File: config.mk
export PLATFORM = sky130hd
export DESIGN_NAME = tlbp_ctrl
export DESIGN_NICKNAME = d
export VERILOG_FILES = /design/src/rtl/core/tlbp_pkg.sv /design/src/rtl/core/tlbp_ctrl.sv
export SDC_FILE = /design/constraint.sdc
export NUM_CORES = 1
export LEC_CHECK = 0
export BUFFER_PORTS_ARGS = -buffer_cell sky130_fd_sc_hd__clkbuf_2
export CAP_MARGIN = 25
export CORE_AREA = 10 10 47 49
export CTS_CLUSTER_DIAMETER = 80
export DETAILED_ROUTE_END_ITERATION = 8
export DIE_AREA = 0 0 57 59
export PLACE_DENSITY = 0.57
export SLEW_MARGIN = 10
export SYNTH_ARGS = -nofsm -noshare
export SYNTH_HDL_FRONTEND = slang
export SYNTH_SLANG_ARGS = --single-unit
File: constraint.sdc
create_clock -name i_clk -period 1.1 [get_ports i_clk]
set_input_delay 0.22 -clock i_clk [delete_from_list [all_inputs] [get_ports i_clk]]
set_output_delay 0.22 -clock i_clk [all_outputs]
set_load 0.05 [all_outputs]
File: src/rtl/core/tlbp_pkg.sv
// shared types and constants of the two-level branch predictor
// no dependencies
`timescale 1ns / 1ps

package tlbp_pkg;

    localparam int MAX_ENTRIES = 32;
    localparam int IDX_W       = 5;
    localparam int MAX_HISTORY = 8;
    localparam int CNT_DEPTH   = MAX_ENTRIES << MAX_HISTORY;
    localparam int CNT_AW      = IDX_W + MAX_HISTORY;
    localparam int TAG_W       = 30;
    localparam int MAX_TAG     = 30;
    localparam int ADDR_W      = 5;

    localparam logic [2:0] REG_BTB_SIZE_LOG2  = 3'd0;
    localparam logic [2:0] REG_HISTORY_LENGTH = 3'd1;
    localparam logic [2:0] REG_TAG_LENGTH     = 3'd2;
    localparam logic [2:0] REG_COUNTER_INIT   = 3'd3;
    localparam logic [2:0] REG_USE_GLOBAL_HIS = 3'd4;
    localparam logic [2:0] REG_USE_GLOBAL_TAB = 3'd5;
    localparam logic [2:0] REG_SHARE_MODE     = 3'd6;

    localparam logic [1:0] SHARE_NONE = 2'd0;
    localparam logic [1:0] SHARE_PC2  = 2'd1;
    localparam logic [1:0] SHARE_PC16 = 2'd2;

    localparam logic CMD_PREDICT = 1'b0;
    localparam logic CMD_UPDATE  = 1'b1;

    typedef struct packed {
        logic [2:0] btb_size_log2;
        logic [3:0] history_length;
        logic [4:0] tag_length;
        logic [1:0] counter_init;
        logic       use_global_history;
        logic       use_global_table;
        logic [1:0] share_mode;
    } t_cfg;

    typedef struct packed {
        logic load;
        logic clear_step;
        logic look;
        logic slice_step;
        logic read;
        logic commit;
    } t_dp_cmd;

    typedef struct packed {
        logic hit;
        logic is_update;
        logic global_table;
        logic sweep_last;
        logic out_busy;
    } t_dp_status;

endpackage

File: src/rtl/core/tlbp_ctrl.sv
// controller state machine sequencing counter clearing, lookup, slice reset and counter access
// depends on tlbp_pkg
`timescale 1ns / 1ps

module tlbp_ctrl
    import tlbp_pkg::*;
(
    input  logic       i_clk,
    input  logic       i_rst_n,
    input  logic       i_reinit,
    input  logic       i_req_valid,
    output logic       o_req_ready,
    input  t_dp_status i_status,
    output t_dp_cmd    o_cmd
);

    localparam logic [2:0] ST_CLEAR = 3'd0;
    localparam logic [2:0] ST_IDLE  = 3'd1;
    localparam logic [2:0] ST_LOOK  = 3'd2;
    localparam logic [2:0] ST_SLICE = 3'd3;
    localparam logic [2:0] ST_READ  = 3'd4;
    localparam logic [2:0] ST_USE   = 3'd5;

    logic [2:0] r_state;
    logic [2:0] n_state;

    assign o_req_ready = (r_state == ST_IDLE);

    always_comb begin
        o_cmd   = '0;
        n_state = r_state;
        case (r_state)
            ST_CLEAR: begin
                o_cmd.clear_step = 1'b1;
                if (i_status.sweep_last) n_state = ST_IDLE;
            end
            ST_IDLE: begin
                o_cmd.load = i_req_valid;
                if (i_req_valid) n_state = ST_LOOK;
            end
            ST_LOOK: begin
                o_cmd.look = 1'b1;
                if (i_status.is_update && !i_status.hit && !i_status.global_table) begin
                    n_state = ST_SLICE;
                end else begin
                    n_state = ST_READ;
                end
            end
            ST_SLICE: begin
                o_cmd.slice_step = 1'b1;
                if (i_status.sweep_last) n_state = ST_READ;
            end
            ST_READ: begin
                o_cmd.read = 1'b1;
                n_state    = ST_USE;
            end
            ST_USE: begin
                if (!i_status.out_busy) begin
                    o_cmd.commit = 1'b1;
                    n_state      = ST_IDLE;
                end
            end
            default: n_state = ST_CLEAR;
        endcase
        if (i_reinit) begin
            o_cmd   = '0;
            n_state = ST_CLEAR;
        end
    end

    always_ff @(posedge i_clk) begin
        if (!i_rst_n) begin
            r_state <= ST_CLEAR;
        end else begin
            r_state <= n_state;
        end
    end

endmodule

==> results.json, run 1 <==
{
  "finalCoreUtilization_pct": 53.4,
  "slew_viol_final": 0,
  "firstDrtPassIters": 2,
  "area_growth_pct": 159,
  "wl_met3_um": 101,
  "async_reset_ff_share_pct": 0,
  "io_buffers": 15,
  "clockBufferDepth": 2,
  "core_um2": 1400,
  "largestRegisters": "r_state (3)",
  "drc_errors": 0,
  "syn_area_per_cell_um2": 7.81,
  "largest_register_ffs": 3,
  "synth_compound_area_share_pct": 17.7,
  "synth_cells": 37,
  "floorplan.initialDensity_pct": 20.6,
  "rsz0062_at_grt": "yes",
  "routedWlPerCell_um": 13.6,
  "fmax_mhz": 706,
  "hold_buffers": 0,
  "finalWirelength_um": 1140,
  "slew_headroom_pct": 82.4,
  "dp_hpwl_um": 846,
  "synth_edf_count": 0,
  "crit_required_ns": 0.88,
  "synth_nets": 46,
  "synth_top_area_share_pct": 20.8,
  "maxCapViolCount": 0,
  "synthMuxAreaShare_pct": 3.90,
  "crit_arrival_ns": 1.20,
  "setup_ws_ns": -0.317,
  "nets": 78,
  "cts_buffers": 3,
  "ys_types": 22,
  "crit_buf_inv": 2,
  "period_share_pct": 129,
  "setup_tns_ns": -2.36,
  "dieArea_um2": 3360,
  "final-hold-violation-count": 0,
  "startpoint_type": "register",
  "synth_seq_cells": 3,
  "power.leakage_nw": 0.310,
  "grt_pass1_vias": 434,
  "worstMarginPinSlew_ns": 0.262,
  "ir_drop_mv": 0.388,
  "vias": 394,
  "powerDensity_nw_per_um2": 623,
  "setup_viol": 10,
  "die_x_um": 57,
  "period_needed_ns": 1.42,
  "hold_class": "in2reg",
  "top_layer_used": "met4",
  "wl_met2_um": 562,
  "htreeDepth": 1,
  "grt_pass1_wl_um": 2010,
  "synthTopCellsByArea": "dfxtp_1 21%, nor2_1 7.8%, nand2b_1 6.5%, nor2b_1 6.5%, nand4b_1 6.1%",
  "violations": "setup timing",
  "clkTransAtPathRegs_ns": 0.04,
  "drtIter0Drc": 2,
  "yosysMostFrequentCell": "nor2_1",
  "placementRows": 14,
  "crit_chain": "buf_6, nor4_4, buf_12",
  "synth_seq_area_share_pct": 20.8,
  "path_delay_family": "flip-flops",
  "grt_overflow": 0,
  "p_total_mw": 0.466,
  "critPathMaxFanout": 4,
  "yosys_warnings": 0,
  "placed_cell_area_um2": 626,
  "worstSkewPairLatency_ns": 0.24,
  "antenna_cells": 0,
  "syn-cell-area_um2": 289,
  "yosys.area.top_type": "dfxtp_1",
  "wl_met1_um": 461,
  "drive_above_1_share_pct": 80.9,
  "top_register": "r_state",
  "grt_usage_pct": 7.29,
  "clock_sink_count": 3,
  "routabilityCongestion": 0.815,
  "synthAdderAreaFrac_pct": 0,
  "post_drt_via_cell_ratio": 4.69,
  "status": "finished with violations",
  "cts_root_buffer": "clkbuf_4",
  "synth_top_family_by_area": "simple AND/OR/NAND/NOR gates",
  "hold_ws_ns": 0.308,
  "critPathMaxStageDelay_ns": 0.35,
  "finClkSkew_ns": 0.00498,
  "end_kind": "output pin",
  "synth_simple_gate_area_share_pct": 50.2,
  "synth_ff_type": "dfxtp_1",
  "antenna_found_initial": 0,
  "cts_tree": "yes",
  "grt_max_degree": 7,
  "crit_type": "reg2out",
  "io_pins": 16,
  "synth_xor_area_share_pct": 0,
  "crit_slowest_cell": "dfxtp_4",
  "drtAntennaViolNets": 0,
  "ys_top_cells_by_count": "6 x nor2_1, 3 x dfxtp_1, 3 x nand2_1, 3 x nand2b_1, 3 x nor2b_1",
  "final_area_um2": 748,
  "dieHeight_um": 59
}
metrics by stage:
| stage | std cells | setup WS, ns |
|---|---|---|
| after detailed placement | 75 | -0.148 |
| after floorplan | 37 | -0.201 |
| after global placement | 75 | -0.130 |
| final | 84 | -0.317 |
| after global routing | 84 | -0.350 |
| after CTS | 83 | -0.320 |
worst paths after layout:
| check | cells after the start | slack, ns | end | start |
|---|---|---|---|---|
| worst max-delay path | 3 | -0.32 | o_cmd[4] | r_state[1] |
| worst max register to register | 4 | -0.21 | r_state[0] | r_state[2] |
| worst min-delay path | 3 | 0.31 | r_state[1] | i_rst_n |
| worst min register to register | 2 | 0.56 | r_state[1] | r_state[0] |
routing by layer:
layer  vias up  global-route usage, %
li1        197                      -
met1       179                   7.93
met2        16                   12.2
met3         2                   2.36
met4         0                   4.03
met5         -                      0
worst min-delay path, cell delays in order:
cell and delay, ns:
clkbuf_2 0.09, nand2b_1 0.13, a211oi_2 0.06
cells in the final DEF (no fill, tap or decap), types with 2 or more instances in the layout:
cell type,synthesis,layout
nand2b_1,3,2
nor2_4,0,5
buf_4,0,11
nor2b_1,3,3
clkbuf_4,0,3
nand4b_1,2,2
nand2_1,3,2
buf_6,1,4
buf_12,0,7
clkbuf_2,1,8
dfxtp_4,0,3
repair_timing:
item / in CTS / in global routing
buffers inserted: 4 / 2
resized for setup: 13 / 4
setup endpoints to repair: 10 / 10
pin swaps: 7 / 4
power by group:
group	total (mW)	leakage, nW	internal [mW]	switching (mW)
registers	0.111	0.0266	0.107	0.00400
logic	0.161	0.268	0.0835	0.0772
clock network	0.195	0.0150	0.136	0.0587
layout make-up:
cell class                      count  area [um^2]
Multi-Input combinational cell     31          323
Sequential cell                     3         71.3
Clock buffer                        4         26.3
Timing Repair Buffer               30          308
Tap cell                           16         20.0
Fill cell                         128          653
cell families (layout without fill, tap and decap cells):
logic type / count (synthesis) / count (layout)
DFF: 3 / 3
and+or+nand+nor: 24 / 24
muxes: 1 / 1
AOI/OAI and AO/OA: 6 / 6
buffers and inverters: 3 / 34
No activity file was read; power rests on OpenSTA's default activity.
==> run 2: changes to the inputs <==
PLACE_DENSITY = not set   (was 0.57)
RECOVER_POWER = 25   (was not set)
==> results.json, run 2 (synthesized netlist as in run 1, its figures left out) <==
{
  "status": "finished with violations",
  "violations": "setup timing",
  "largest_register_ffs": 3,
  "routedWlPerCell_um": 14.1,
  "clkTransAtPathRegs_ns": 0.04,
  "io_pins": 16,
  "p_total_mw": 0.477,
  "finalWirelength_um": 1200,
  "hold_class": "in2reg",
  "hold_path_end": "r_state[1]",
  "final_area_um2": 758,
  "placed_cell_area_um2": 626,
  "rsz0062_at_grt": "yes",
  "setup_tns_ns": -2.34,
  "maxCapViolCount": 0,
  "powerDensity_nw_per_um2": 630,
  "reg2reg_to": "r_state[0]",
  "top_register": "r_state",
  "clockBufferDepth": 2,
  "fmax_mhz": 716,
  "grt_usage_pct": 7.50,
  "end_kind": "output pin",
  "vias": 409,
  "power.leakage_nw": 0.319,
  "finClkSkew_ns": 0.00724,
  "hold_depth": 3,
  "regToRegSetupSlack_ns": -0.26,
  "hp-start": "i_rst_n",
  "largestRegisters": "r_state (3)",
  "post_drt_via_cell_ratio": 4.81,
  "slew_viol_final": 0,
  "worst_r2r_path_depth": 4,
  "period_needed_ns": 1.40,
  "path_delay_family": "simple AND/OR/NAND/NOR gates",
  "period_share_pct": 127,
  "antenna_cells": 0,
  "io_buffers": 15,
  "final-hold-violation-count": 0,
  "cts_tree": "yes",
  "finalCoreUtilization_pct": 54.1,
  "htreeDepth": 1,
  "worstMarginPinSlew_ns": 0.285,
  "startpoint_type": "register",
  "core_um2": 1400,
  "setup_viol": 10,
  "critPathMaxFanout": 5,
  "cts_root_buffer": "clkbuf_4",
  "crit_buf_inv": 1,
  "final_common_cell": "buf_4",
  "dieArea_um2": 3360,
  "nFillCells": 139,
  "drtAntennaViolNets": 0,
  "placementRows": 14,
  "r2r-start": "r_state[2]",
  "crit_type": "reg2out",
  "routabilityCongestion": 0.828,
  "area_growth_pct": 162,
  "crit_chain": "or2b_4, nor2_4, buf_12",
  "grt_pass1_vias": 440,
  "slew_headroom_pct": 80.9,
  "critPathMaxStageDelay_ns": 0.36,
  "hold_buffers": 0,
  "crit_required_ns": 0.88,
  "antenna_found_initial": 0,
  "dieHeight_um": 59,
  "ir_drop_mv": 0.443,
  "grt_pass1_wl_um": 2080,
  "clock_sink_count": 3,
  "crit_slowest_cell": "dfxtp_4",
  "dp_hpwl_um": 844,
  "worstSkewPairLatency_ns": 0.24,
  "crit_arrival_ns": 1.18,
  "firstDrtPassIters": 4,
  "cts_buffers": 3,
  "nets": 79,
  "final_cell_mix": "13 x buf_4, 8 x clkbuf_2, 7 x buf_12",
  "drtIter0Drc": 7,
  "die_x_um": 57,
  "floorplan.initialDensity_pct": 20.6,
  "drc_errors": 0,
  "setup_ws_ns": -0.296,
  "grt_max_degree": 8,
  "drive_above_1_share_pct": 76.8,
  "grt_overflow": 0
}
-- run 2: final cells by class --
type / instances / area [um^2] / share of cell area (%)
Sequential cell: 3 / 71.3 / 9.41
Clock buffer: 4 / 26.3 / 3.47
Multi-Input combinational cell: 31 / 329 / 43.4
Timing Repair Buffer: 31 / 312 / 41.1
Tap cell: 16 / 20.0 / 2.64
-- run 2: worst max-delay path by stage --
stage,from,endpoint,depth (start not counted)
floorplan,r_state[2],o_cmd[4],2
global placement,r_state[2],r_state[0],3
detailed placement,r_state[2],r_state[0],3
CTS,r_state[0],o_cmd[2],3
global route,r_state[0],o_cmd[2],3
finish,r_state[0],o_cmd[2],3
-- run 2: what timing repair did --
action | 4_1_cts | 5_1_grt
setup endpoints to repair | 10 | 10
resized for setup | 13 | 2
pin swaps | 8 | 2
setup buffers | 3 | 3
-- run 2: worst register-to-register path, stage by stage (launching register included) --
cell and delay (ns):
dfxtp_4 0.36, buf_6 0.12, or4_4 0.55, o211ai_4 0.10, o211a_1 0.15
-- run 2: per-layer routing --
layer  track usage, %  wire [um]  vias to the layer above  share of wire [%]
li1                 -          -                      200                  -
met1             8.50        508                      192                 42
met5                0          0                        -                  0
met4             4.03         17                        0                1.4
met3             1.93         62                        2                5.2
met2             12.6        613                       15                 51
-- run 2: metrics by stage --
step                worst slack, ns  instances  hold slack [ns]
floorplan                    -0.201         37            0.379
global placement             -0.135         75            0.511
detailed placement           -0.152         75            0.512
CTS                          -0.317         82            0.270
global route                 -0.331         85            0.292
finish                       -0.296         85            0.272
-- run 2: where the power goes --
part           switching (mW)  internal [mW]  leakage, nW  total [mW]
sequential            0.00464          0.106       0.0266       0.111
combinational          0.0801         0.0856        0.277       0.166
clock                  0.0643          0.136       0.0150       0.201
==> run 3: changes to the inputs <==
SETUP_SLACK_MARGIN = 0.05   (was not set)
==> results.json, run 3 (synthesized netlist as in run 1, its figures left out) <==
{
  "routabilityCongestion": 0.772,
  "reg2reg_to": "r_state[0]",
  "setup_ws_ns": -0.298,
  "slew_viol_final": 0,
  "period_share_pct": 127,
  "slew_headroom_pct": 82.8,
  "crit_required_ns": 0.88,
  "grt_pass1_vias": 418,
  "drc_errors": 0,
  "r2r-start": "r_state[1]",
  "crit_arrival_ns": 1.18,
  "grt_use_met1_pct": 6.90,
  "placementRows": 14,
  "grt_usage_pct": 6.61,
  "clock_sink_count": 3,
  "top_usage_layer": "met2",
  "ir_drop_mv": 0.304,
  "worstSkewPairLatency_ns": 0.24,
  "powerDensity_nw_per_um2": 616,
  "critPathMaxFanout": 4,
  "finalWirelength_um": 1110,
  "period_needed_ns": 1.40,
  "hp-start": "i_rst_n",
  "setup_viol": 10,
  "end_kind": "output pin",
  "met2_usage_pct": 11.0,
  "die_x_um": 57,
  "stdcell_count": 84,
  "final_cell_mix": "9 x buf_4, 8 x clkbuf_2, 7 x buf_12",
  "maxCapViolCount": 0,
  "cts_tree": "yes",
  "vias": 389,
  "grt_max_degree": 6,
  "final_common_cell": "buf_4",
  "cts_buffers": 3,
  "grt_overflow": 0,
  "drive_above_1_share_pct": 80.9,
  "grt_pass1_wl_um": 1800,
  "area_growth_pct": 161,
  "io_buffers": 15,
  "hold_class": "in2reg",
  "fmax_mhz": 715,
  "regToRegSetupSlack_ns": -0.20,
  "crit_slowest_cell": "dfxtp_4",
  "critPathMaxStageDelay_ns": 0.35,
  "firstDrtPassIters": 4,
  "core_um2": 1400,
  "violations": "setup timing",
  "clockBufferDepth": 2,
  "status": "finished with violations",
  "floorplan.initialDensity_pct": 20.6,
  "rsz0062_at_grt": "yes",
  "startpoint_type": "register",
  "hold_path_end": "r_state[1]",
  "largest_register_ffs": 3,
  "finClkSkew_ns": 0.00879,
  "power.leakage_nw": 0.307,
  "htreeDepth": 1,
  "clkTransAtPathRegs_ns": 0.03,
  "dp_hpwl_um": 874,
  "worstMarginPinSlew_ns": 0.256,
  "dieHeight_um": 59,
  "met3_usage_pct": 3.22,
  "top_register": "r_state",
  "drtIter0Drc": 1,
  "crit_type": "reg2out",
  "worst_r2r_path_depth": 4,
  "hold_depth": 3,
  "final-hold-violation-count": 0,
  "post_drt_via_cell_ratio": 4.63,
  "dp_slack_ns": -0.139,
  "antenna_cells": 0,
  "dieArea_um2": 3360,
  "antenna_found_initial": 0,
  "cts_root_buffer": "clkbuf_4",
  "drtAntennaViolNets": 0,
  "dp_cells": 75,
  "io_pins": 16,
  "crit_chain": "buf_6, nor4_4, buf_12",
  "routedWlPerCell_um": 13.2,
  "nets": 78,
  "largestRegisters": "r_state (3)"
}
[run 3: cell type report]
cell class	count	area [um^2]
multi-input cells	31	323
flip-flops and latches	3	71.3
well taps	16	20.0
clock buffers	4	26.3
fillers	147	646
repair buffers	30	315
[run 3: worst max-delay path by stage]
stage / startpoint / slack [ns] / endpoint
3_5_place_dp: r_state[2] / -0.14 / r_state[0]
4_1_cts: r_state[1] / -0.32 / o_cmd[4]
6_report: r_state[1] / -0.30 / o_cmd[4]
5_1_grt: r_state[1] / -0.34 / o_cmd[4]
2_1_floorplan: r_state[2] / -0.20 / o_cmd[4]
3_3_place_gp: r_state[2] / -0.13 / r_state[0]
[run 3: through the flow]
stage | TNS, ns | hold slack [ns] | util, % | total power, mW | instance area (um^2)
after floorplan | -1.43 | 0.379 | - | 0.199 | 395
after global placement | -0.944 | 0.503 | 45.3 | 0.265 | 634
after detailed placement | -0.976 | 0.510 | 45.3 | 0.265 | 634
after CTS | -2.58 | 0.260 | 51.6 | 0.470 | 723
after global routing | -2.77 | 0.298 | 53.9 | 0.489 | 756
final | -2.35 | 0.277 | 53.9 | 0.465 | 756
[run 3: power breakdown]
group | switching [mW] | leakage (nW) | total, mW | internal, mW
logic | 0.0748 | 0.265 | 0.159 | 0.0847
clock network | 0.0595 | 0.0150 | 0.196 | 0.136
registers | 0.00391 | 0.0266 | 0.110 | 0.106
total | 0.138 | 0.307 | 0.465 | 0.327
[run 3: metal layers]
layer | part of all wire [%] | vias to the layer above | wire (um)
li1 | - | 200 | -
met3 | 9.8 | 0 | 108
met5 | 0 | - | 0
met1 | 41 | 179 | 453
met4 | 0 | 0 | 0
met2 | 49 | 10 | 545
[run 3: what timing repair did]
action                     in CTS  in global routing
gates resized for setup        10                  8
buffers inserted                5                  0
hold buffers                    0                  0
pin swaps                       7                  8
setup endpoints to repair      10                 10
[run 3: critical path, delay by kind of cell, from the launching register on]
kind / cells / cell delay [ns]
buffers and inverters: 2 / 0.30
flip-flops: 1 / 0.35
AND/OR/NAND/NOR: 1 / 0.31
