==> config.mk <==
export PLATFORM = sky130hd
export DESIGN_NAME = tlbp_cfg
export DESIGN_NICKNAME = d
export VERILOG_FILES = /design/src/rtl/core/tlbp_pkg.sv /design/src/rtl/core/tlbp_cfg.sv
export SDC_FILE = /design/constraint.sdc
export NUM_CORES = 1
export LEC_CHECK = 0
export BUFFER_PORTS_ARGS = -buffer_cell sky130_fd_sc_hd__buf_2
export CORE_AREA = 2 2 56 58
export CTS_CLUSTER_SIZE = 24
export DETAILED_ROUTE_END_ITERATION = 10
export DIE_AREA = 0 0 58 60
export GPL_TIMING_DRIVEN = 0
export PLACE_DENSITY = 0.82
export SETUP_SLACK_MARGIN = 0.02
export SYNTH_ARGS = -nofsm -noshare
export SYNTH_HDL_FRONTEND = slang
export SYNTH_SLANG_ARGS = --single-unit
export TNS_END_PERCENT = 5
==> constraint.sdc <==
create_clock -name i_clk -period 2.65 [get_ports i_clk]
set_input_delay 0.53 -clock i_clk [delete_from_list [all_inputs] [get_ports i_clk]]
set_output_delay 0.53 -clock i_clk [all_outputs]
set_load 0.03 [all_outputs]
==> src/rtl/core/tlbp_pkg.sv <==
// shared types and constants of the two-level branch predictor
// no dependencies
`timescale 1ns / 1ps

package tlbp_pkg;

    localparam int MAX_ENTRIES = 32;
    localparam int IDX_W       = 5;
    localparam int MAX_HISTORY = 8;
    localparam int CNT_DEPTH   = MAX_ENTRIES << MAX_HISTORY;
    localparam int CNT_AW      = IDX_W + MAX_HISTORY;
    localparam int TAG_W       = 30;
    localparam int MAX_TAG     = 30;
    localparam int ADDR_W      = 5;

    localparam logic [2:0] REG_BTB_SIZE_LOG2  = 3'd0;
    localparam logic [2:0] REG_HISTORY_LENGTH = 3'd1;
    localparam logic [2:0] REG_TAG_LENGTH     = 3'd2;
    localparam logic [2:0] REG_COUNTER_INIT   = 3'd3;
    localparam logic [2:0] REG_USE_GLOBAL_HIS = 3'd4;
    localparam logic [2:0] REG_USE_GLOBAL_TAB = 3'd5;
    localparam logic [2:0] REG_SHARE_MODE     = 3'd6;

    localparam logic [1:0] SHARE_NONE = 2'd0;
    localparam logic [1:0] SHARE_PC2  = 2'd1;
    localparam logic [1:0] SHARE_PC16 = 2'd2;

    localparam logic CMD_PREDICT = 1'b0;
    localparam logic CMD_UPDATE  = 1'b1;

    typedef struct packed {
        logic [2:0] btb_size_log2;
        logic [3:0] history_length;
        logic [4:0] tag_length;
        logic [1:0] counter_init;
        logic       use_global_history;
        logic       use_global_table;
        logic [1:0] share_mode;
    } t_cfg;

    typedef struct packed {
        logic load;
        logic clear_step;
        logic look;
        logic slice_step;
        logic read;
        logic commit;
    } t_dp_cmd;

    typedef struct packed {
        logic hit;
        logic is_update;
        logic global_table;
        logic sweep_last;
        logic out_busy;
    } t_dp_status;

endpackage

==> src/rtl/core/tlbp_cfg.sv <==
// apb configuration registers, raises reinit on any known register write
// depends on tlbp_pkg
`timescale 1ns / 1ps

module tlbp_cfg
    import tlbp_pkg::*;
(
    input  logic              i_clk,
    input  logic              i_rst_n,
    input  logic              psel,
    input  logic              penable,
    input  logic              pwrite,
    input  logic [ADDR_W-1:0] paddr,
    input  logic [31:0]       pwdata,
    output logic [31:0]       prdata,
    output logic              pready,
    output t_cfg              o_cfg,
    output logic              o_reinit
);

    t_cfg       r_cfg;
    logic       w_wr;
    logic [2:0] w_sel;

    assign pready = 1'b1;
    assign w_wr   = psel && penable && pwrite;
    assign w_sel  = paddr[ADDR_W-1:2];
    assign o_reinit = w_wr && (w_sel <= REG_SHARE_MODE);
    assign o_cfg  = r_cfg;

    always_ff @(posedge i_clk) begin
        if (!i_rst_n) begin
            r_cfg.btb_size_log2      <= 3'd0;
            r_cfg.history_length     <= 4'd1;
            r_cfg.tag_length         <= 5'd0;
            r_cfg.counter_init       <= 2'd1;
            r_cfg.use_global_history <= 1'b0;
            r_cfg.use_global_table   <= 1'b0;
            r_cfg.share_mode         <= SHARE_NONE;
        end else if (w_wr) begin
            case (w_sel)
                REG_BTB_SIZE_LOG2:  r_cfg.btb_size_log2      <= pwdata[2:0];
                REG_HISTORY_LENGTH: r_cfg.history_length     <= pwdata[3:0];
                REG_TAG_LENGTH:     r_cfg.tag_length         <= pwdata[4:0];
                REG_COUNTER_INIT:   r_cfg.counter_init       <= pwdata[1:0];
                REG_USE_GLOBAL_HIS: r_cfg.use_global_history <= pwdata[0];
                REG_USE_GLOBAL_TAB: r_cfg.use_global_table   <= pwdata[0];
                REG_SHARE_MODE:     r_cfg.share_mode         <= pwdata[1:0];
                default: ;
            endcase
        end
    end

    always_comb begin
        case (w_sel)
            REG_BTB_SIZE_LOG2:  prdata = {29'd0, r_cfg.btb_size_log2};
            REG_HISTORY_LENGTH: prdata = {28'd0, r_cfg.history_length};
            REG_TAG_LENGTH:     prdata = {27'd0, r_cfg.tag_length};
            REG_COUNTER_INIT:   prdata = {30'd0, r_cfg.counter_init};
            REG_USE_GLOBAL_HIS: prdata = {31'd0, r_cfg.use_global_history};
            REG_USE_GLOBAL_TAB: prdata = {31'd0, r_cfg.use_global_table};
            REG_SHARE_MODE:     prdata = {30'd0, r_cfg.share_mode};
            default:            prdata = 32'd0;
        endcase
    end

endmodule

==> results of run 1 <==
[critical path: stages]
cell and delay (ns):
buf_2 0.13, buf_2 0.24, mux4_2 0.32, mux2_2 0.27, buf_2 0.18
[how the worst min path moves through the flow]
stage                     slack, ns  depth (start not counted)                    from                endpoint
after CTS                      0.47                          3               pwdata[4]  o_cfg[10]$_SDFFE_PN0P_
after global placement         0.46                          2   o_cfg[7]$_SDFFE_PN0P_   o_cfg[7]$_SDFFE_PN0P_
after detailed placement       0.46                          2   o_cfg[6]$_SDFFE_PN0P_   o_cfg[6]$_SDFFE_PN0P_
after global routing           0.46                          3               pwdata[4]  o_cfg[10]$_SDFFE_PN0P_
final                          0.47                          3               pwdata[4]  o_cfg[10]$_SDFFE_PN0P_
after floorplan                0.59                          2  o_cfg[10]$_SDFFE_PN0P_  o_cfg[10]$_SDFFE_PN0P_
[layout make-up]
type / count / area, sq um / share of cell area [%]
plain buffers: 35 / 249.0 / 16.61
clock buffers: 4 / 36.28 / 2.421
multi-input cells: 102 / 631.9 / 42.15
flip-flops and latches: 18 / 360.3 / 24.04
well taps: 33 / 41.29 / 2.755
repair buffers: 36 / 180.2 / 12.02
[kinds of logic after synthesis]
family	after synthesis	share of synthesized area, %
muxes	22	20.46
buffers and inverters	35	21.77
DFF	18	31.51
AOI/OAI and AO/OA	10	5.580
other	2	0.6567
and+or+nand+nor	42	20.02
[report_power, final]
group	total (mW)	internal, mW	leakage (nW)	switching, mW
Sequential	0.274	0.272	0.145	0.00149
Clock	0.170	0.0837	0.0210	0.0863
Combinational	0.149	0.0517	0.647	0.0968
Total	0.593	0.408	0.813	0.185
[stage by stage]
step | area (sq um) | setup WS [ns] | hold slack, ns
finish | 1499 | 0.4449 | 0.4721
global route | 1499 | 0.4113 | 0.4623
CTS | 1499 | 0.4521 | 0.4670
detailed placement | 1463 | 0.4560 | 0.4633
global placement | 1463 | 0.4621 | 0.4586
floorplan | 1241 | 0.5363 | 0.5895
[layer usage]
metal,track usage (%),vias to the layer above,wire [microns]
met2,22.56,44,1172
met1,16.75,429,1036
met3,3.247,2,208
met4,5.648,0,12
met5,0,-,0
li1,-,511,-
[cell usage in the layout, fill, tap and decap left out, drive strengths merged, types with 2 or more instances in the layout]
cell | Yosys | final
buf | 33 | 69
conb | 2 | 28
nand2 | 22 | 22
mux2i | 20 | 20
dfxtp | 18 | 18
clkbuf | 2 | 6
nor2b | 4 | 4
nand3b | 3 | 3
nor2 | 3 | 3
o21ai | 2 | 2
nand2b | 2 | 2
a21oi | 2 | 2
o211ai | 2 | 2
o31ai | 2 | 2
or3 | 2 | 2
==> impl_metrics.ini, run 1 <==
[job]
maxCapViolCount = 0

[finish]
stdcell_count = 228
drive_above_1_share_pct = 40.51
antenna_cells = 0
largest_reg_flops = 18
areaGrowthSynthToFinish_pct = 31.07
nets = 238
fillers = 290
utilization_pct = 51.64

[clocking]
cts_setup_buffers = 0
root_buffer = clkbuf_4
insertion_delay_ns = 0.29
ctsHoldBuffers = 0
tritoncts = built
cts_buffers = 3
clkSinkCount = 18
h-tree-depth = 1
clk_pin_slew_worst_paths_ns = 0.10
clockBufferDepth = 2
post_cts_resized = 0

[logic_synthesis]
synth_edf_count = 0
ys.warnings.count = 0
netlist_area_sq_mm = 0.001144
synth-main-ff-cell = dfxtp_1
synth_top_cells_by_count = buf_4, nand2_1, mux2i_1
yosysTopAreaCell = dfxtp_1
ys_types = 28
yosysTopAreaCellShare_pct = 31.51
synthTopCellsByArea = dfxtp_1, buf_4, mux2i_1
synth_cells = 129
ys_seq_area_share_pct = 31.51
ys_ff_latch = 18
syn_avg_cell_area_sq_um = 8.865
async_flop_share_pct = 0
yosysMostFrequentCell = buf_4

[timing]
period_share_pct = 83.21
finalSetupViolations = 0
setup_tns_ns = 0
rsz0062_at_grt = false
finalClockSkew_ns = 0
final_max_slew_viol_count = 0
max_freq_mhz = 453.5
finalHoldViolations = 0
min_period_ns = 2.205

[die]
die_w_microns = 58
core_sq_mm = 0.002903
initial_core_util_pct = 39.40
die-area_sq_mm = 0.003480
rows = 20
fp.dieH_microns = 60
ios = 94

[global_routing]
antenna_found_initial = 0
grt_max_degree = 11
grt_pass1_wl_microns = 3581
grt_overflow = 0
grt_pass1_vias = 834
grtUsageTotal_pct = 13.55

[setup_path]
worstPathArrival_ns = 1.68
cp_max_fo = 10
r2r_cells = 2
r2r_end = o_cfg[3]$_SDFFE_PN0P_
crit_type = input pin to output port
crit_end = prdata[0]
end_kind = output port
crit_path_start_kind = input pin
startpoint = paddr[2]
r2r_slack_ns = 1.99
rr_startpoint = o_cfg[3]$_SDFFE_PN0P_
crit_required_ns = 2.12

[drt]
ant_nets = 0
drtIter0Drc = 16
post_drt_via_cell_ratio = 4.325
via_count = 986
first_pass_iters = 4
drc = 0
wl_per_cell_microns = 10.66
wl_microns = 2430

[power_and_ir_drop]
p_per_area_mw_per_mm2 = 395.3
total_power_mw = 0.5925
irDropWorstVdd_mv = 0.2689
p_leak_nw = 0.8135

[placement]
place_inst = 224
port_buffers = 36
dp_hpwl_microns = 1930
place.gp.congestion = 0.7165

[outcome]
outcome = finished, final reports clean

[hold_path]
hp-class = input pin to register
Power figures use the tool's default switching activity.
==> run 2: changes to the inputs <==
--- a/config.mk
+++ b/config.mk
@@ -6,12 +6,12 @@
 export NUM_CORES = 1
 export LEC_CHECK = 0
 export BUFFER_PORTS_ARGS = -buffer_cell sky130_fd_sc_hd__buf_2
-export CORE_AREA = 2 2 56 58
+export CORE_AREA = 2 2 61 63
 export CTS_CLUSTER_SIZE = 24
 export DETAILED_ROUTE_END_ITERATION = 10
-export DIE_AREA = 0 0 58 60
+export DIE_AREA = 0 0 63 65
 export GPL_TIMING_DRIVEN = 0
-export PLACE_DENSITY = 0.82
+export PLACE_DENSITY = 0.74
 export SETUP_SLACK_MARGIN = 0.02
 export SYNTH_ARGS = -nofsm -noshare
 export SYNTH_HDL_FRONTEND = slang
==> constraint.sdc (replaced) <==
create_clock -name i_clk -period 1.8 [get_ports i_clk]
set_input_delay 0.36 -clock i_clk [delete_from_list [all_inputs] [get_ports i_clk]]
set_output_delay 0.36 -clock i_clk [all_outputs]
set_load 0.03 [all_outputs]
==> run 2 against run 1 <==
Sequential share of layout area is 0.62 points lower. Die area is 18% higher. Hold slack worse by 0.18 ns. Register-to-register slack worse by 0.93 ns. The run now ends with setup timing left. Clock-buffer cell count stayed put. Combinational power is 51% higher. First-iteration DRC count is 19% higher.
==> impl_metrics.ini, run 2 (synthesized netlist as in run 1, its figures left out) <==
[die]
initial_core_util_pct = 32.71
rows = 22
ios = 94
die-area_sq_mm = 0.004095
core_sq_mm = 0.003496
die_w_microns = 63
fp.dieH_microns = 65

[timing]
holdWs_ns = 0.2903
finalSetupViolations = 1
finalHoldViolations = 0
max_freq_mhz = 533.0
setup_slack_ns = -0.07635
final_max_slew_viol_count = 0
period_share_pct = 104.2
finalClockSkew_ns = 0
rsz0062_at_grt = true
min_period_ns = 1.876

[power_and_ir_drop]
seq_power_share_pct = 45.5
p_per_area_mw_per_mm2 = 567.7
p_sw_mw = 0.2807
internal_power_mw = 0.6051
irDropWorstVdd_mv = 0.2179
clockPowerShare_pct = 29.0
pwr-share-comb_pct = 25.5
switching_share_pct = 31.69
p_leak_nw = 0.8348

[drt]
wl_per_cell_microns = 10.69
first_pass_iters = 4
post_drt_via_cell_ratio = 4.000
drtIter0Drc = 19
ant_nets = 0
wl_microns = 2629
drc = 0
via_count = 984

[placement]
dp_hpwl_microns = 2026
port_buffers = 36
place.gp.congestion = 0.7983
place_ws_ns = -0.07947

[setup_path]
crit_type = register to output port
crit_path_start_kind = register
end_kind = output port
worstPathArrival_ns = 1.52
crit_required_ns = 1.44
cp_max_fo = 2

[global_routing]
antenna_found_initial = 0
grt_overflow = 0
grt_pass1_vias = 836
grt_max_degree = 11
grtUsageTotal_pct = 12.94
grt_pass1_wl_microns = 4029

[clocking]
clockBufferDepth = 2
cts_buffers = 3
ctsHoldBuffers = 0
clk_pin_slew_worst_paths_ns = 0.10
clkSinkCount = 18
h-tree-depth = 1
root_buffer = clkbuf_4
tritoncts = built
insertion_delay_ns = 0.30

[outcome]
outcome = finished with violations
violations = setup timing

[finish]
nets = 241
utilization_pct = 44.63
layout_common_cells = buf_2, buf_4, conb_1
areaGrowthSynthToFinish_pct = 36.43
layout_commonest_cell = buf_2
antenna_cells = 0
drive_above_1_share_pct = 43.43
largest_reg_flops = 18

[hold_path]
hp-class = input pin to register

[job]
maxCapViolCount = 0
==> run 2: power by group through the flow <==
stage / logic [mW] / clock network, mW / registers, mW
after CTS: 0.224 / 0.266 / 0.403
after global placement: 0.216 / 0 / 0.412
after floorplan: 0.174 / 0 / 0.418
after global routing: 0.240 / 0.278 / 0.404
after detailed placement: 0.218 / 0 / 0.412
final: 0.225 / 0.257 / 0.403
==> run 2: final timing paths <==
check                   startpoint                endpoint  slack (ns)  cells past startpoint
min                      pwdata[4]  o_cfg[10]$_SDFFE_PN0P_        0.29                      3
min reg2reg  o_cfg[0]$_SDFFE_PN0P_   o_cfg[0]$_SDFFE_PN0P_        0.48                      2
max          o_cfg[2]$_SDFFE_PN0P_               prdata[0]       -0.08                      3
max reg2reg  o_cfg[2]$_SDFFE_PN0P_   o_cfg[2]$_SDFFE_PN0P_        1.06                      3
==> run 2: through the flow <==
stage / cells / total power [mW] / TNS (ns) / cell area, sq um
CTS: 246 / 0.8923 / -0.08586 / 1556
global placement: 239 / 0.6283 / -0.06588 / 1481
floorplan: 155 / 0.5917 / 0 / 1241
detailed placement: 239 / 0.6308 / -0.07947 / 1481
global route: 246 / 0.9216 / -0.1949 / 1560
finish: 246 / 0.8858 / -0.07635 / 1560
==> run 2: what timing repair did <==
action | 4_1_cts | 5_1_grt
hold endpoints to repair | 0 | 0
setup buffers | 3 | 0
resized for setup | 7 | 2
endpoints found under the setup margin | 2 | 3
==> run 2: worst max-delay path, cell delays in order (launching register included) <==
cell	delay [ns]
dfxtp_2	0.34
mux4_2	0.45
mux2_4	0.29
buf_6	0.14
==> run 2: cell type report <==
cell class | count | area (sq um)
Clock buffer | 4 | 36.28
Sequential cell | 18 | 365.4
Buffer | 35 | 251.5
Tap cell | 48 | 60.06
Timing Repair Buffer | 39 | 211.5
Multi-Input combinational cell | 102 | 635.6
Fill cell | 356 | 1936
==> run 2: layer usage <==
layer / vias to the layer above / track usage [%] / part of all wire, %
met5: - / 0 / 0
li1: 518 / - / -
met4: 0 / 8.333 / 2.3
met2: 34 / 20.61 / 46
met1: 427 / 16.22 / 47
met3: 5 / 2.083 / 5.2
==> run 3: changes to the inputs <==
--- a/config.mk
+++ b/config.mk
@@ -6,12 +6,14 @@
 export NUM_CORES = 1
 export LEC_CHECK = 0
 export BUFFER_PORTS_ARGS = -buffer_cell sky130_fd_sc_hd__buf_2
-export CORE_AREA = 2 2 61 63
+export CELL_PAD_IN_SITES_DETAIL_PLACEMENT = 1
+export CELL_PAD_IN_SITES_GLOBAL_PLACEMENT = 1
+export CORE_AREA = 2 2 74 76
 export CTS_CLUSTER_SIZE = 24
 export DETAILED_ROUTE_END_ITERATION = 10
-export DIE_AREA = 0 0 63 65
+export DIE_AREA = 0 0 76 78
 export GPL_TIMING_DRIVEN = 0
-export PLACE_DENSITY = 0.74
+export PLACE_DENSITY_LB_ADDON = 0.1
 export SETUP_SLACK_MARGIN = 0.02
 export SYNTH_ARGS = -nofsm -noshare
 export SYNTH_HDL_FRONTEND = slang
==> run 3 against run 2 <==
The run still ends with setup timing left. Sequential power barely moved. Via count grew 4.0%. Critical path depth unchanged. Sequential share of layout area is 0.89 points lower. Global-route usage fell by 1.5 points. Clock power is 30% higher. Hold slack improved by 0.066 ns. Clock skew did not move. Total power grew 9.7%. Critical endpoint unchanged. Largest cell class unchanged.
==> impl_metrics.ini, run 3 (synthesized netlist as in run 1, its figures left out) <==
[timing]
max-slew-margin-rel_pct = 61.44
finalSetupViolations = 1
min_period_ns = 1.842
finalClockSkew_ns = 0
max_freq_mhz = 542.8
final_max_slew_viol_count = 0
rsz0062_at_grt = true
setup_slack_ns = -0.04230
worstMarginPinSlew_ns = 0.5784
period_share_pct = 102.3
finalHoldViolations = 0
setup_tns_ns = -0.04230
holdWs_ns = 0.3560

[clocking]
clk_pin_slew_worst_paths_ns = 0.07
clockBufferDepth = 2
insertion_delay_ns = 0.25
cts_buffers = 3
clkSinkCount = 18
h-tree-depth = 1
tritoncts = built
root_buffer = clkbuf_8
ctsHoldBuffers = 0

[placement]
dp_hpwl_microns = 2644
port_buffers = 36
place_ws_ns = -0.1290
place_inst = 261
place.gp.congestion = 0.7145
place_area_sq_mm = 0.001509

[die]
fp.dieH_microns = 78
rows = 26
ios = 94
core_sq_mm = 0.005042
die_w_microns = 76
initial_core_util_pct = 22.68
die-area_sq_mm = 0.005928

[finish]
drive_above_1_share_pct = 43.94
utilization_pct = 32.16
stdcell_area_sq_mm = 0.001622
layout_common_cells = buf_2, buf_4, conb_1
areaGrowthSynthToFinish_pct = 41.79
stdcell_count = 268
layout_commonest_cell = buf_2
largest_reg_flops = 18
nets = 241
antenna_cells = 0

[power_and_ir_drop]
irDropWorstVdd_mv = 0.2209
clockPowerShare_pct = 34.4
p_per_area_mw_per_mm2 = 599.2
seq_power_share_pct = 41.5
p_leak_nw = 0.8466
switching_share_pct = 30.23
internal_power_mw = 0.6779
p_sw_mw = 0.2937
pwr-share-comb_pct = 24.1
total_power_mw = 0.9716

[setup_path]
startpoint = o_cfg[2]$_SDFFE_PN0P_
rr_startpoint = o_cfg[2]$_SDFFE_PN0P_
crit_path_start_kind = register
end_kind = output port
r2r_cells = 3
crit_type = register to output port
crit_end = prdata[0]
crit_required_ns = 1.44
cp_max_fo = 2
worstPathArrival_ns = 1.48
r2r_slack_ns = 1.05
r2r_end = o_cfg[2]$_SDFFE_PN0P_

[global_routing]
grtUsageTotal_pct = 11.46
grt_pass1_vias = 1096
antenna_found_initial = 0
grt_pass1_wl_microns = 5402
grt_max_degree = 11
grt_overflow = 0

[drt]
ant_nets = 0
first_pass_iters = 2
drtIter0Drc = 23
wl_per_cell_microns = 12.49
drc = 0
via_count = 1023
wl_microns = 3348
post_drt_via_cell_ratio = 3.817

[job]
maxCapViolCount = 0

[hold_path]
hp-class = input pin to register

[outcome]
outcome = finished with violations
violations = setup timing
==> run 3: power by group through the flow <==
stage / Combinational, mW / Clock, mW / Sequential, mW
global route: 0.250 / 0.366 / 0.404
floorplan: 0.174 / 0 / 0.418
CTS: 0.229 / 0.345 / 0.403
global placement: 0.221 / 0 / 0.412
finish: 0.234 / 0.334 / 0.403
detailed placement: 0.223 / 0 / 0.413
==> run 3: metal layers <==
layer	track usage, %	wire length (microns)	up-vias
li1	-	-	518
met1	13.06	1437	472
met2	21.43	1701	29
met3	2.442	163	4
met4	3.455	45	0
met5	0	0	-
==> run 3: cell type report <==
cell class / instances / area, sq um
Fill cell: 635 / 3421
Buffer: 35 / 259.0
Sequential cell: 18 / 365.4
Multi-Input combinational cell: 102 / 640.6
Clock buffer: 4 / 55.05
Timing Repair Buffer: 39 / 214.0
Tap cell: 70 / 87.58
==> run 3: how the worst min path moves through the flow <==
stage	startpoint	to	slack, ns	cells after the start
final	pwdata[4]	o_cfg[10]$_SDFFE_PN0P_	0.36	3
after global routing	pwdata[4]	o_cfg[10]$_SDFFE_PN0P_	0.37	3
after CTS	pwdata[4]	o_cfg[10]$_SDFFE_PN0P_	0.36	3
after detailed placement	o_cfg[6]$_SDFFE_PN0P_	o_cfg[6]$_SDFFE_PN0P_	0.47	2
after global placement	o_cfg[7]$_SDFFE_PN0P_	o_cfg[7]$_SDFFE_PN0P_	0.46	2
after floorplan	pwdata[4]	o_cfg[10]$_SDFFE_PN0P_	0.50	2
==> run 3: what timing repair did <==
item                                   CTS  global route
setup endpoints to repair                4             4
setup buffers                            3             0
resized for setup                        9             4
endpoints found under the hold margin    0             0
gates cloned                             0             0
==> run 3: critical path, cell delays in order (launching register included) <==
cell,delay (ns)
dfxtp_2,0.33
mux4_2,0.47
mux2_4,0.29
buf_6,0.14
